[src/rtl/core/kced_pkg.sv]
// Key click event detector: shared types, codes and reset values.
// No dependencies; compiled first.
package kced_pkg;

    typedef logic [31:0] tick_t;
    typedef logic [15:0] cfg_val_t;
    typedef logic [1:0]  cfg_idx_t;
    typedef logic [1:0]  click_cnt_t;

    typedef enum logic [3:0] {
        PH_IDLE          = 4'd0,
        PH_PRESS_DEB     = 4'd1,
        PH_PRESS         = 4'd2,
        PH_RELEASE_DEB   = 4'd3,
        PH_RELEASE       = 4'd4,
        PH_WAIT_DOUBLE   = 4'd5,
        PH_DOUBLE        = 4'd6,
        PH_HOLD          = 4'd7,
        PH_LONG          = 4'd8,
        PH_WAIT_LONG_REL = 4'd9
    } phase_t;

    typedef enum logic [1:0] {
        EV_NONE   = 2'd0,
        EV_SINGLE = 2'd1,
        EV_DOUBLE = 2'd2,
        EV_LONG   = 2'd3
    } key_event_t;

    localparam cfg_idx_t CFG_DEBOUNCE     = 2'd0;
    localparam cfg_idx_t CFG_DOUBLE_CLICK = 2'd1;
    localparam cfg_idx_t CFG_LONG_PRESS   = 2'd2;

    localparam cfg_val_t DEBOUNCE_RST     = 16'd20;
    localparam cfg_val_t DOUBLE_CLICK_RST = 16'd300;
    localparam cfg_val_t LONG_PRESS_RST   = 16'd1000;

    typedef struct packed {
        cfg_val_t debounce_ticks;
        cfg_val_t double_click_window;
        cfg_val_t long_press_ticks;
    } kced_cfg_t;

endpackage

[src/rtl/core/kced_fsm.sv]
// Key click event detector: ten-phase debounce/click state machine.
// Depends on kced_pkg. Updates state on each accepted poll.
module kced_fsm
    import kced_pkg::*;
(
    input  logic       clk,
    input  logic       rst_n,
    input  logic       step,
    input  tick_t      tick_now,
    input  logic       key_pressed,
    input  kced_cfg_t  cfg,
    output key_event_t key_event
);

    phase_t     phase_reg,  phase_next;
    tick_t      edge_tick_reg,   edge_tick_next;
    click_cnt_t click_count_reg, click_count_next;
    tick_t      window_tick_reg, window_tick_next;
    tick_t      hold_tick_reg,   hold_tick_next;

    tick_t      since_edge, since_window, since_hold;
    logic       deb_done, window_over, hold_over, long_hit;
    click_cnt_t count_inc;

    // wrapping 32-bit differences
    assign since_edge   = tick_now - edge_tick_reg;
    assign since_window = tick_now - window_tick_reg;
    assign since_hold   = tick_now - hold_tick_reg;

    assign deb_done    = since_edge   >  {16'd0, cfg.debounce_ticks};
    assign window_over = since_window >  {16'd0, cfg.double_click_window};
    assign hold_over   = since_hold   >  {16'd0, cfg.double_click_window};
    assign long_hit    = since_hold   >= {16'd0, cfg.long_press_ticks};
    assign count_inc   = click_count_reg + 2'd1;

    // next state
    always_comb
    begin
        phase_next       = phase_reg;
        edge_tick_next   = edge_tick_reg;
        click_count_next = click_count_reg;
        window_tick_next = window_tick_reg;
        hold_tick_next   = hold_tick_reg;
        unique case (phase_reg)
            PH_IDLE:
            begin
                if (key_pressed)
                begin
                    edge_tick_next = tick_now;
                    phase_next     = PH_PRESS_DEB;
                end
            end
            PH_PRESS_DEB:
            begin
                if (!key_pressed)
                    phase_next = PH_IDLE;
                else if (deb_done)
                    phase_next = PH_PRESS;
            end
            PH_PRESS:
            begin
                hold_tick_next = tick_now;
                phase_next     = PH_HOLD;
            end
            PH_RELEASE_DEB:
            begin
                if (key_pressed)
                    phase_next = PH_PRESS;
                else if (deb_done)
                    phase_next = PH_RELEASE;
            end
            PH_RELEASE:
            begin
                // counts that wrap past two stay here and count again
                click_count_next = count_inc;
                if (count_inc == 2'd1)
                begin
                    window_tick_next = tick_now;
                    phase_next       = PH_WAIT_DOUBLE;
                end
                else if (count_inc == 2'd2)
                    phase_next = PH_DOUBLE;
            end
            PH_WAIT_DOUBLE:
            begin
                if (key_pressed)
                begin
                    edge_tick_next = tick_now;
                    phase_next     = PH_PRESS_DEB;
                end
                else if (window_over)
                begin
                    click_count_next = 2'd0;
                    phase_next       = PH_IDLE;
                end
            end
            PH_DOUBLE:
            begin
                window_tick_next = '0;
                click_count_next = 2'd0;
                phase_next       = PH_IDLE;
            end
            PH_HOLD:
            begin
                if (!key_pressed)
                begin
                    // late release: back to idle, count kept
                    if (hold_over)
                        phase_next = PH_IDLE;
                    else
                    begin
                        edge_tick_next = tick_now;
                        phase_next     = PH_RELEASE_DEB;
                    end
                end
                else if (long_hit)
                begin
                    hold_tick_next = '0;
                    phase_next     = PH_LONG;
                end
            end
            PH_LONG:
                phase_next = PH_WAIT_LONG_REL;
            PH_WAIT_LONG_REL:
            begin
                if (!key_pressed)
                begin
                    click_count_next = 2'd0;
                    phase_next       = PH_IDLE;
                end
            end
            default:
                phase_next = PH_IDLE;
        endcase
    end

    // event output
    always_comb
    begin
        key_event = EV_NONE;
        unique case (phase_reg)
            PH_WAIT_DOUBLE:
                if (!key_pressed && window_over)
                    key_event = EV_SINGLE;
            PH_DOUBLE:
                key_event = EV_DOUBLE;
            PH_LONG:
                key_event = EV_LONG;
            default:
                key_event = EV_NONE;
        endcase
    end

    always_ff @(posedge clk or negedge rst_n)
    begin
        if (!rst_n)
        begin
            phase_reg       <= PH_IDLE;
            edge_tick_reg   <= '0;
            click_count_reg <= 2'd0;
            window_tick_reg <= '0;
            hold_tick_reg   <= '0;
        end
        else if (step)
        begin
            phase_reg       <= phase_next;
            edge_tick_reg   <= edge_tick_next;
            click_count_reg <= click_count_next;
            window_tick_reg <= window_tick_next;
            hold_tick_reg   <= hold_tick_next;
        end
    end

    a_press_to_hold: assert property (@(posedge clk) disable iff (!rst_n)
        step && phase_reg == PH_PRESS |=> phase_reg == PH_HOLD)
        else $error("press phase did not move to hold");

    a_double_clears: assert property (@(posedge clk) disable iff (!rst_n)
        step && phase_reg == PH_DOUBLE |=> phase_reg == PH_IDLE && click_count_reg == 2'd0)
        else $error("double click did not clear the sequence");

    a_long_zeroes_hold: assert property (@(posedge clk) disable iff (!rst_n)
        step && phase_reg == PH_HOLD && phase_next == PH_LONG |=> hold_tick_reg == '0)
        else $error("long press left hold start set");

    a_single_from_wait: assert property (@(posedge clk) disable iff (!rst_n)
        key_event == EV_SINGLE |-> phase_reg == PH_WAIT_DOUBLE && phase_next == PH_IDLE)
        else $error("single click outside the double-click wait");

endmodule

[config.mk]
export PLATFORM = sky130hd
export DESIGN_NAME = kced_fsm
export DESIGN_NICKNAME = d
export VERILOG_FILES = /design/src/rtl/core/kced_pkg.sv /design/src/rtl/core/kced_fsm.sv
export SDC_FILE = /design/constraint.sdc
export NUM_CORES = 1
export LEC_CHECK = 0
export ABC_AREA = 1
export ABC_CLOCK_PERIOD_IN_PS = 4600
export BUFFER_PORTS_ARGS = -buffer_cell sky130_fd_sc_hd__buf_2
export CAP_MARGIN = 40
export CORE_MARGIN = 4
export CORE_UTILIZATION = 45
export CTS_BUF_LIST = sky130_fd_sc_hd__clkbuf_8
export CTS_CLUSTER_SIZE = 16
export DETAILED_ROUTE_END_ITERATION = 6
export PLACE_DENSITY = 0.74
export SLEW_MARGIN = 20
export SYNTH_ARGS = -nofsm -noshare
export SYNTH_HDL_FRONTEND = slang
export SYNTH_SLANG_ARGS = --single-unit
[constraint.sdc]
create_clock -name clk -period 4.6 [get_ports clk]
set_input_delay 0.92 -clock clk [delete_from_list [all_inputs] [get_ports clk]]
set_output_delay 0.92 -clock clk [all_outputs]
set_load 0.05 [all_outputs]
==> results.sh, run 1 <==
export IMPL_die_x_um=182
export IMPL_final_net_count=2765
export IMPL_fin_crit_sh_pct=101
export IMPL_crit_chain="buf_2, ha_2, nand2_1, nor2_1, nand3_1, nand3b_1, xor2_1, ha_1, nand4_1, a21oi_1, nor2_1, nand2_1, nand2_1, nand3_2, nor2_1, nand2_1, nor2_2, nand2_1, nand3_2, nand2_2, buf_8"
export IMPL_critical_path_class="in -> out"
export IMPL_drtIter0Drc=949
export IMPL_setup_slack_ps=-28.6
export IMPL_fin_area_um2=15600
export IMPL_nFillCells=3128
export IMPL_layout_drive_gt1_share_pct=11.5
export IMPL_synth_edf_count=0
export IMPL_gr_total_overflow=0
export IMPL_path_clk_slew_ps=130
export IMPL_critical_path_slowest_cell="ha_2"
export IMPL_endpoint_kind="output port"
export IMPL_antenna_found_initial=0
export IMPL_synth_main_ff_cell="dfrtp_1"
export IMPL_ys_warn_count=0
export IMPL_async_flop_share_pct=100
export IMPL_critical_path_buf_inv_count=2
export IMPL_drc=0
export IMPL_gp_congestion=0.933
export IMPL_peakVddDrop_mv=0.318
export IMPL_coreArea_um2=29800
export IMPL_setup_viol=1
export IMPL_arrival_ps=3710
export IMPL_cts_root_buffer="clkbuf_8"
export IMPL_cpPeakStageDelay_ps=380
export IMPL_fp_dieArea_um2=33100
export IMPL_max_freq_mhz=216
export IMPL_yosysTopAreaCell="nand2_1"
export IMPL_post_route_min_period_ps=4630
export IMPL_hold_viol=0
export IMPL_ys_ff_latch=102
export IMPL_port_buffers=85
export IMPL_area_growth_synth_to_final_pct=14.1
export IMPL_netlist_instances=2355
export IMPL_tightest_slew_ps=611
export IMPL_grt_pass1_vias=14000
export IMPL_avgRoutedWirePerCell_um=14.7
export IMPL_clock_sinks=102
export IMPL_routed_via_count=14600
export IMPL_maxSlewViolCount=0
export IMPL_p_per_area_nw_per_um2=637
export IMPL_cts_tree="yes"
export IMPL_violations="negative setup slack"
export IMPL_syn_cell_area_um2=13600
export IMPL_dr_pass1_iters=6
export IMPL_synth_most_common_cell="nand2_1"
export IMPL_fin_worst_skew_ps=28.6
export IMPL_ys_types=40
export IMPL_path_max_fanout=4
export IMPL_required_ps=3680
export IMPL_yosysTopAreaCellShare_pct=23.1
export IMPL_status="finished with violations"
export IMPL_grt_pass1_wl_mm=68.4
export IMPL_pre_cts_ws_ps=-204
export IMPL_row_count=63
export IMPL_synth_avg_cell_area_um2=5.79
export IMPL_synth_area_top_cells="nand2_1, dfrtp_1, ha_1"
export IMPL_wirelength_mm=43.0
export IMPL_grt_start_max_net_pins=65
export IMPL_fin_setup_tns_ps=-28.6
export IMPL_maxCapViolCount=0
export IMPL_cts_setup_buffers=0
export IMPL_dp_hpwl_mm=36.5
export IMPL_p_leak_nw=9.54
export IMPL_yosysSeqAreaShare_pct=18.7
export IMPL_start_util_pct=45.7
export IMPL_io_pins=86
export IMPL_n_antenna_cell=0
export IMPL_dieHeight_um=182
export IMPL_synth_nets=2600
export IMPL_grt_total_usage_pct=25.5
export IMPL_hp_class="in -> async"
export IMPL_htree_levels=3
export IMPL_rsz0062_at_grt="yes"
export IMPL_ant_nets=0
export IMPL_relSlewSlack_pct=59.3
export IMPL_ctsLongestPathBuffers=2
export IMPL_routed_via_density=5.00
export IMPL_cp_start_kind="input port"
export IMPL_cts_buffers=9
export IMPL_cpMostUsedCell="nand2_1"
export IMPL_ys_top_cells_by_count="nand2_1, inv_1, nor2_1"
export IMPL_clk_latency_ps=420
export IMPL_dpl_instance_area_um2=15100
export IMPL_cp_top_family="simple AND/OR/NAND/NOR gates"
## per-layer routing
metal	GRT usage, %	wire (um)	vias up
li1	-	-	7543
met2	43.9	20000	419
met5	0	0	-
met4	8.74	1470	0
met3	3.25	2720	92
met1	32.9	18800	6526
## where the power goes
group,switching (W),leakage [nW],internal (W)
Combinational,0.00484,8.19,0.00296
Clock,0.000388,0.0882,0.000204
Sequential,0.000201,1.26,0.00131
Total,0.00543,9.54,0.00447
## final cells by class
class                           instances  area (um^2)  share of cell area, %
Multi-Input combinational cell       1703         9160                   58.9
Sequential cell                       102         2550                   16.4
Clock buffer                            9          124                  0.796
Tap cell                              390          488                   3.14
Timing Repair Buffer                  182         1210                   7.80
Inverter                              522         1960                   12.6
Clock inverter                          6         53.8                  0.346
## layout by cell type (no fill, tap or decap), types with 42 or more instances in the layout
cell / Yosys / routed
dfrtp_1: 102 / 102
xor2_1: 43 / 42
nor2_1: 198 / 196
nand2_1: 840 / 832
o21ai_0: 51 / 51
a21oi_1: 93 / 91
nand3_1: 171 / 166
ha_1: 158 / 146
inv_1: 521 / 518
buf_2: 3 / 82
buf_4: 0 / 95
## worst register-to-register path, cell delays in order (launching register included)
cell and delay (ps):
dfrtp_1 380, inv_1 60, ha_1 330, nand2_1 130, inv_1 60, a21oi_1 180, nand2_2 130, nand2_2 90
nand2_2 90, xor2_1 190, ha_1 330, nand2_1 100, nor4_1 380, nand4_1 210, a21oi_1 230, nand3_2 130
o21ai_2 110, nand2_4 90, buf_12 180, nand2_1 110, o21ai_2 50
## per-stage QoR
| stage | cells | hold WS (ps) | total power [W] | utilization (%) |
|---|---|---|---|---|
| 2_1_floorplan | 2355 | 442 | 0.00693 | - |
| 3_3_place_gp | 2899 | 457 | 0.00887 | 50.8 |
| 3_5_place_dp | 2899 | 462 | 0.00906 | 50.8 |
| 4_1_cts | 2914 | 488 | 0.00973 | 51.6 |
| 5_1_grt | 2914 | 506 | 0.0111 | 52.2 |
| 6_report | 2914 | 486 | 0.00990 | 52.2 |
## cells by family (layout without fill, tap and decap cells)
group	count (synthesis)	after routing	synth area share [%]
DFF	102	102	18.7
adders and majority gates	161	161	14.9
buffers and inverters	550	719	15.7
AOI/OAI and AO/OA	206	206	9.02
and+or+nand+nor	1290	1290	38.7
xor gates and xnor gates	46	46	2.96
## final timing paths
path | from | to | slack [ps] | cells past startpoint
worst min-delay path | rst_n | window_tick_reg[14] | 490 | 1
min in group clk | hold_tick_reg[16] | hold_tick_reg[16] | 490 | 2
worst min register to register | hold_tick_reg[16] | hold_tick_reg[16] | 490 | 2
worst max register to register | hold_tick_reg[5] | edge_tick_reg[19] | 930 | 20
worst max-delay path | tick_now[8] | key_event[0] | -30 | 21
max in group asynchronous | rst_n | click_count_reg[0] | 3160 | 2
## what timing repair did
action,in CTS,in global routing
pin swaps,4,15
cloned,0,0
hold endpoints to repair,0,0
hold buffers,0,0
setup endpoints to repair,1,1
gates resized for setup,14,34
Power figures use the tool's default switching activity.
==> inputs of run 2 (changes only) <==
--- a/config.mk
+++ b/config.mk
@@ -14,7 +14,7 @@
 export CTS_BUF_LIST = sky130_fd_sc_hd__clkbuf_8
 export CTS_CLUSTER_SIZE = 16
 export DETAILED_ROUTE_END_ITERATION = 6
-export PLACE_DENSITY = 0.74
+export PLACE_DENSITY_LB_ADDON = 0.15
 export SLEW_MARGIN = 20
 export SYNTH_ARGS = -nofsm -noshare
 export SYNTH_HDL_FRONTEND = slang
==> run 2 against run 1 <==
The run still ends with negative setup slack left. Clock-buffer cell count is 1 higher. Wire length is 3.4% higher. Register-to-register slack worse by 150 ps. Clock skew is 5.5 ps lower. Total power is 2.0% higher. Critical endpoint unchanged.
==> results.sh, run 2 (synthesis gave the netlist of run 1 again) <==
export IMPL_violations="negative setup slack"
export IMPL_routed_via_count=14500
export IMPL_maxSlewViolCount=0
export IMPL_hold_viol=0
export IMPL_rrSetupSlack_ps=780
export IMPL_fin_setup_tns_ps=-14.9
export IMPL_routed_via_density=4.96
export IMPL_drc=0
export IMPL_dpl_instance_area_um2=15200
export IMPL_io_pins=86
export IMPL_hp_class="in -> async"
export IMPL_setup_viol=1
export IMPL_cpMostUsedCell="nand2_2"
export IMPL_dr_wl_met2_mm=20.8
export IMPL_p_leak_nw=9.61
export IMPL_nFillCells=3214
export IMPL_coreArea_um2=29800
export IMPL_row_count=63
export IMPL_fin_area_um2=15700
export IMPL_gr_total_overflow=0
export IMPL_cts_root_buffer="clkbuf_8"
export IMPL_required_ps=3680
export IMPL_relSlewSlack_pct=57.8
export IMPL_dieHeight_um=182
export IMPL_ant_nets=0
export IMPL_start_util_pct=45.7
export IMPL_fin_worst_skew_ps=23.1
export IMPL_top_layer_used="met4"
export IMPL_critical_path_class="in -> out"
export IMPL_peakVddDrop_mv=0.253
export IMPL_grt_pass1_wl_mm=70.4
export IMPL_layout_drive_gt1_share_pct=12.2
export IMPL_grt_pass1_vias=13900
export IMPL_endpoint_kind="output port"
export IMPL_critical_path_slowest_cell="fa_2"
export IMPL_cts_buffers=9
export IMPL_wirelength_mm=44.5
export IMPL_antenna_found_initial=0
export IMPL_n_antenna_cell=0
export IMPL_dp_hpwl_mm=37.8
export IMPL_rsz0062_at_grt="yes"
export IMPL_clk_latency_ps=420
export IMPL_met3_length_mm=2.15
export IMPL_post_route_min_period_ps=4610
export IMPL_cp_top_family="simple AND/OR/NAND/NOR gates"
export IMPL_port_buffers=85
export IMPL_area_growth_synth_to_final_pct=15.3
export IMPL_path_clk_slew_ps=110
export IMPL_cp_start_kind="input port"
export IMPL_status="finished with violations"
export IMPL_setup_slack_ps=-14.9
export IMPL_cpPeakStageDelay_ps=390
export IMPL_mostFrequentLayoutCells="nand2_1, inv_1, nor2_1, nand3_1, ha_1"
export IMPL_fin_hold_ws_ps=467
export IMPL_die_x_um=182
export IMPL_fp_dieArea_um2=33100
export IMPL_critical_path_buf_inv_count=4
export IMPL_clock_sinks=102
export IMPL_maxCapViolCount=0
export IMPL_path_max_fanout=3
export IMPL_layout_commonest_cell="nand2_1"
export IMPL_drtIter0Drc=781
export IMPL_htree_levels=3
export IMPL_tightest_slew_ps=632
export IMPL_arrival_ps=3690
export IMPL_avgRoutedWirePerCell_um=15.2
export IMPL_gp_congestion=0.915
export IMPL_cts_tree="yes"
export IMPL_dr_pass1_iters=7
export IMPL_final_net_count=2775
export IMPL_grt_start_max_net_pins=65
export IMPL_max_freq_mhz=217
export IMPL_p_per_area_nw_per_um2=643
export IMPL_fin_crit_sh_pct=100
export IMPL_drt_met1_wl_mm=20.2
export IMPL_ctsLongestPathBuffers=2
export IMPL_grt_total_usage_pct=26.5
==> run 2: changes by cell type in the layout (fill, tap and decap cells not counted), moves of 4 or more <==
cell and change:
buf_4 +10, ha_4 +4, nand2_1 -8, nand2_2 +9, ha_2 -4
==> run 2: worst reg2reg max path, stage by stage, from the launching register on <==
cell and delay [ps]:
dfrtp_1 410, ha_1 210, fa_1 420, inv_1 100, nand3_1 70, nand3_1 140
nand3_1 100, nand3_1 150, xor2_1 270, ha_1 180, nand2_1 70, nor4_1 410
nand4_1 240, a21oi_1 240, nand3_2 130, o21ai_2 110, nand2_4 90, buf_12 190
nand2_1 110, o21ai_2 50
==> run 2: layout make-up <==
type | count | area (um^2) | share of cell area, %
timing repair buffer | 192 | 1290 | 8.21
sequential | 102 | 2550 | 16.2
multi-input combinational | 1703 | 9210 | 58.6
clock buffer | 10 | 138 | 0.876
tap | 390 | 488 | 3.10
inverter | 522 | 1960 | 12.5
clock inverter | 6 | 76.3 | 0.486
==> run 2: path summary, 6_finish.rpt <==
check	start	end	depth (start not counted)
max in group asynchronous	rst_n	window_tick_reg[11]	2
hold reg to reg	hold_tick_reg[16]	hold_tick_reg[16]	2
setup / recovery	tick_now[0]	key_event[0]	25
hold / removal	rst_n	edge_tick_reg[30]	1
min in group clk	hold_tick_reg[16]	hold_tick_reg[16]	2
setup reg to reg	hold_tick_reg[0]	edge_tick_reg[20]	19
==> run 2: metrics by stage <==
step                std cells  total power, W  setup WS (ps)  utilization, %
global placement         2904         0.00898           -197            51.0
finish                   2925          0.0101          -14.9            52.8
global route             2925          0.0113           -243            52.8
detailed placement       2904         0.00915           -260            51.0
CTS                      2921         0.00992          -46.8            52.0
floorplan                2355         0.00693           58.0               -
==> run 2: power breakdown <==
| group | internal [W] | switching (W) |
|---|---|---|
| Combinational | 0.00303 | 0.00492 |
| Sequential | 0.00131 | 0.000197 |
| Clock | 0.000276 | 0.000379 |
==> run 2: metal layers <==
layer / vias up / global-route usage, %
met3: 59 / 3.17
met4: 0 / 7.51
met5: - / 0
met1: 6575 / 35.2
li1: 7558 / -
met2: 317 / 45.5
==> run 2: what timing repair did <==
item,CTS,global route
setup buffers,1,4
endpoints found under the setup margin,1,1
pin swaps,8,21
hold buffers,0,0
resized for setup,18,40
==> inputs of run 3 (changes only) <==
--- a/config.mk
+++ b/config.mk
@@ -5,7 +5,6 @@
 export SDC_FILE = /design/constraint.sdc
 export NUM_CORES = 1
 export LEC_CHECK = 0
-export ABC_AREA = 1
 export ABC_CLOCK_PERIOD_IN_PS = 4600
 export BUFFER_PORTS_ARGS = -buffer_cell sky130_fd_sc_hd__buf_2
 export CAP_MARGIN = 40
==> run 3 against run 2 <==
The flow still finishes with violations (negative setup slack). Sequential cell count did not move. Sequential power grew 8%. Design area rose by 5.6%. Clock power down 0.8%. Final cell count down 24%. Synthesized cell count shrank 39%. Critical path depth decreased by 1. Utilization is 13 points higher. Register-to-register slack got worse by 900 ps. Total power rose by 25%.
==> results.sh, run 3 <==
export IMPL_nFillCells=2082
export IMPL_yosysTopAreaCellShare_pct=22.1
export IMPL_cp_start_kind="input port"
export IMPL_place_inst=2162
export IMPL_instances_no_fill=2224
export IMPL_io_pins=86
export IMPL_dieHeight_um=168
export IMPL_ys_ff_latch=102
export IMPL_hold_viol=0
export IMPL_htree_levels=3
export IMPL_synth_compound_area_share_pct=28.0
export IMPL_gp_congestion=0.928
export IMPL_p_leak_nw=8.19
export IMPL_synth_mux_area_share_pct=3.85
export IMPL_yosys_area_share_xor_xnor_pct=5.16
export IMPL_grt_start_max_net_pins=44
export IMPL_p_per_area_nw_per_um2=762
export IMPL_rsz0062_at_grt="yes"
export IMPL_ys_types=75
export IMPL_layout_drive_gt1_share_pct=35.3
export IMPL_crit_chain="buf_12, inv_12, ha_4, inv_2, fa_2, a211oi_4, nor3_2, o21ai_2, buf_6, o21ai_4, xor2_1, ha_1, nand4_1, nor4_4, a221oi_2, a22oi_2, a2111oi_2, nand4_1, a2111oi_2, nand4_1, buf_6, nand2_4, a21oi_4, buf_6"
export IMPL_netlist_instances=1430
export IMPL_setup_viol=69
export IMPL_layout_commonest_cell="buf_4"
export IMPL_coreArea_um2=25200
export IMPL_avgRoutedWirePerCell_um=18.0
export IMPL_synthAdderAreaFrac_pct=17.7
export IMPL_cts_buffers=9
export IMPL_synth_top_family_by_area="compound AO/OA/AOI/OAI gates"
export IMPL_synth_area_top_cells="dfrtp_1, ha_1, inv_1"
export IMPL_postCtsHoldBufs=0
export IMPL_arrival_ps=4890
export IMPL_drtIter0Drc=737
export IMPL_synth_main_ff_cell="dfrtp_1"
export IMPL_relSlewSlack_pct=49.2
export IMPL_clock_sinks=102
export IMPL_status="finished with violations"
export IMPL_reg2reg_to="edge_tick_reg[15]"
export IMPL_fin_area_um2=16600
export IMPL_grt_pass1_wl_mm=63.7
export IMPL_fin_total_pwr_w=0.0126
export IMPL_ant_nets=0
export IMPL_n_antenna_cell=0
export IMPL_cpPeakStageDelay_ps=360
export IMPL_dp_hpwl_mm=31.0
export IMPL_setup_slack_ps=-1210
export IMPL_critical_path_slowest_cell="fa_2"
export IMPL_ys_warn_count=0
export IMPL_drc=0
export IMPL_ys_top_cells_by_count="inv_1, ha_1, a21oi_1"
export IMPL_tightest_slew_ps=758
export IMPL_synth_nets=1675
export IMPL_dr_pass1_iters=7
export IMPL_fp_dieArea_um2=28300
export IMPL_port_buffers=85
export IMPL_max_freq_mhz=172
export IMPL_synth_edf_count=0
export IMPL_ctsLongestPathBuffers=2
export IMPL_cts_root_buffer="clkbuf_8"
export IMPL_cts_tree="yes"
export IMPL_rrSetupSlack_ps=-120
export IMPL_area_growth_synth_to_final_pct=43.8
export IMPL_peakVddDrop_mv=0.451
export IMPL_die_x_um=168
export IMPL_dpl_instance_area_um2=15100
export IMPL_critical_path_class="in -> out"
export IMPL_antenna_found_initial=0
export IMPL_fin_crit_sh_pct=126
export IMPL_grt_pass1_vias=12700
export IMPL_endpoint_kind="output port"
export IMPL_synth_avg_cell_area_um2=8.07
export IMPL_path_max_fanout=4
export IMPL_clk_latency_ps=400
export IMPL_maxSlewViolCount=0
export IMPL_path_clk_slew_ps=110
export IMPL_routed_via_count=12600
export IMPL_hp_class="in -> async"
export IMPL_yosysSeqAreaShare_pct=22.1
export IMPL_syn_cell_area_um2=11500
export IMPL_r2r_cells=24
export IMPL_mostFrequentLayoutCells="buf_4, inv_1, ha_1, a21oi_1, dfrtp_1"
export IMPL_synth_most_common_cell="inv_1"
export IMPL_fin_worst_skew_ps=19.8
export IMPL_routed_via_density=5.67
export IMPL_final_util_pct=65.9
export IMPL_synthSimpleGateAreaFrac_pct=16.0
export IMPL_row_count=58
export IMPL_final_net_count=2134
export IMPL_required_ps=3680
export IMPL_yosysTopAreaCell="dfrtp_1"
export IMPL_grt_total_usage_pct=27.6
export IMPL_gr_total_overflow=0
export IMPL_start_util_pct=45.8
export IMPL_async_flop_share_pct=100
export IMPL_violations="negative setup slack"
export IMPL_post_route_min_period_ps=5810
export IMPL_wirelength_mm=40.1
export IMPL_maxCapViolCount=0
export IMPL_rr_startpoint="hold_tick_reg[3]"
==> run 3: layout make-up <==
class | instances | area [um^2] | share of cell area (%)
multi-input combinational | 1108 | 8990 | 54.2
timing repair buffer | 502 | 3790 | 22.8
sequential | 102 | 2550 | 15.4
inverter | 166 | 636 | 3.83
tap | 330 | 413 | 2.49
clock buffer | 9 | 124 | 0.746
clock inverter | 7 | 95.1 | 0.573
==> run 3: worst max-delay path by stage <==
stage	startpoint	to	slack, ps	cells past startpoint
final	tick_now[0]	key_event[0]	-1210	24
after global routing	tick_now[0]	key_event[0]	-1460	24
after CTS	tick_now[0]	key_event[0]	-1200	23
after detailed placement	tick_now[0]	key_event[0]	-1590	21
after global placement	tick_now[0]	key_event[0]	-1470	21
after floorplan	tick_now[0]	key_event[0]	-640	20
==> run 3: per-layer routing <==
| metal | global-route usage (%) | vias to the layer above | routed length [um] |
|---|---|---|---|
| met2 | 46.2 | 306 | 18700 |
| met4 | 6.77 | 0 | 927 |
| met3 | 3.33 | 59 | 1930 |
| met5 | 0 | - | 0 |
| met1 | 38.1 | 6087 | 18500 |
| li1 | - | 6166 | - |
==> run 3: repair_timing <==
item | CTS | global route
gates resized for setup | 114 | 76
endpoints found under the setup margin | 71 | 71
gates cloned | 7 | 0
buffers inserted | 31 | 25
pin swaps | 59 | 77
==> run 3: power by group <==
group / internal [W] / leakage [nW] / switching (W) / total, W
combinational: 0.00523 / 6.80 / 0.00514 / 0.0104
clock: 0.000309 / 0.110 / 0.000342 / 0.000650
sequential: 0.00133 / 1.27 / 0.000302 / 0.00163
==> run 3: kinds of logic (layout without fill, tap and decap cells) <==
logic type	after synthesis	count (layout)
DFF	102	102
adders and majority gates	161	161
AOI/OAI and AO/OA	469	469
and+or+nand+nor	370	370
buffers and inverters	220	684
muxes	40	40
xor gates and xnor gates	68	68
==> run 3: through the flow <==
step	TNS [ps]	hold WS (ps)	setup WS (ps)
final	-25100	428	-1210
after global routing	-37520	424	-1460
after CTS	-28010	417	-1200
after detailed placement	-50290	482	-1590
after global placement	-52410	477	-1470
after floorplan	-1430	464	-638
==> run 3: critical path, delay by kind of cell <==
kind	cells	cell delay, ps
adder cells (fa/ha/maj)	3	830
AND/OR/NAND/NOR	6	780
AO/OA/AOI/OAI	8	1540
XOR/XNOR	1	140
buffers and inverters	6	680
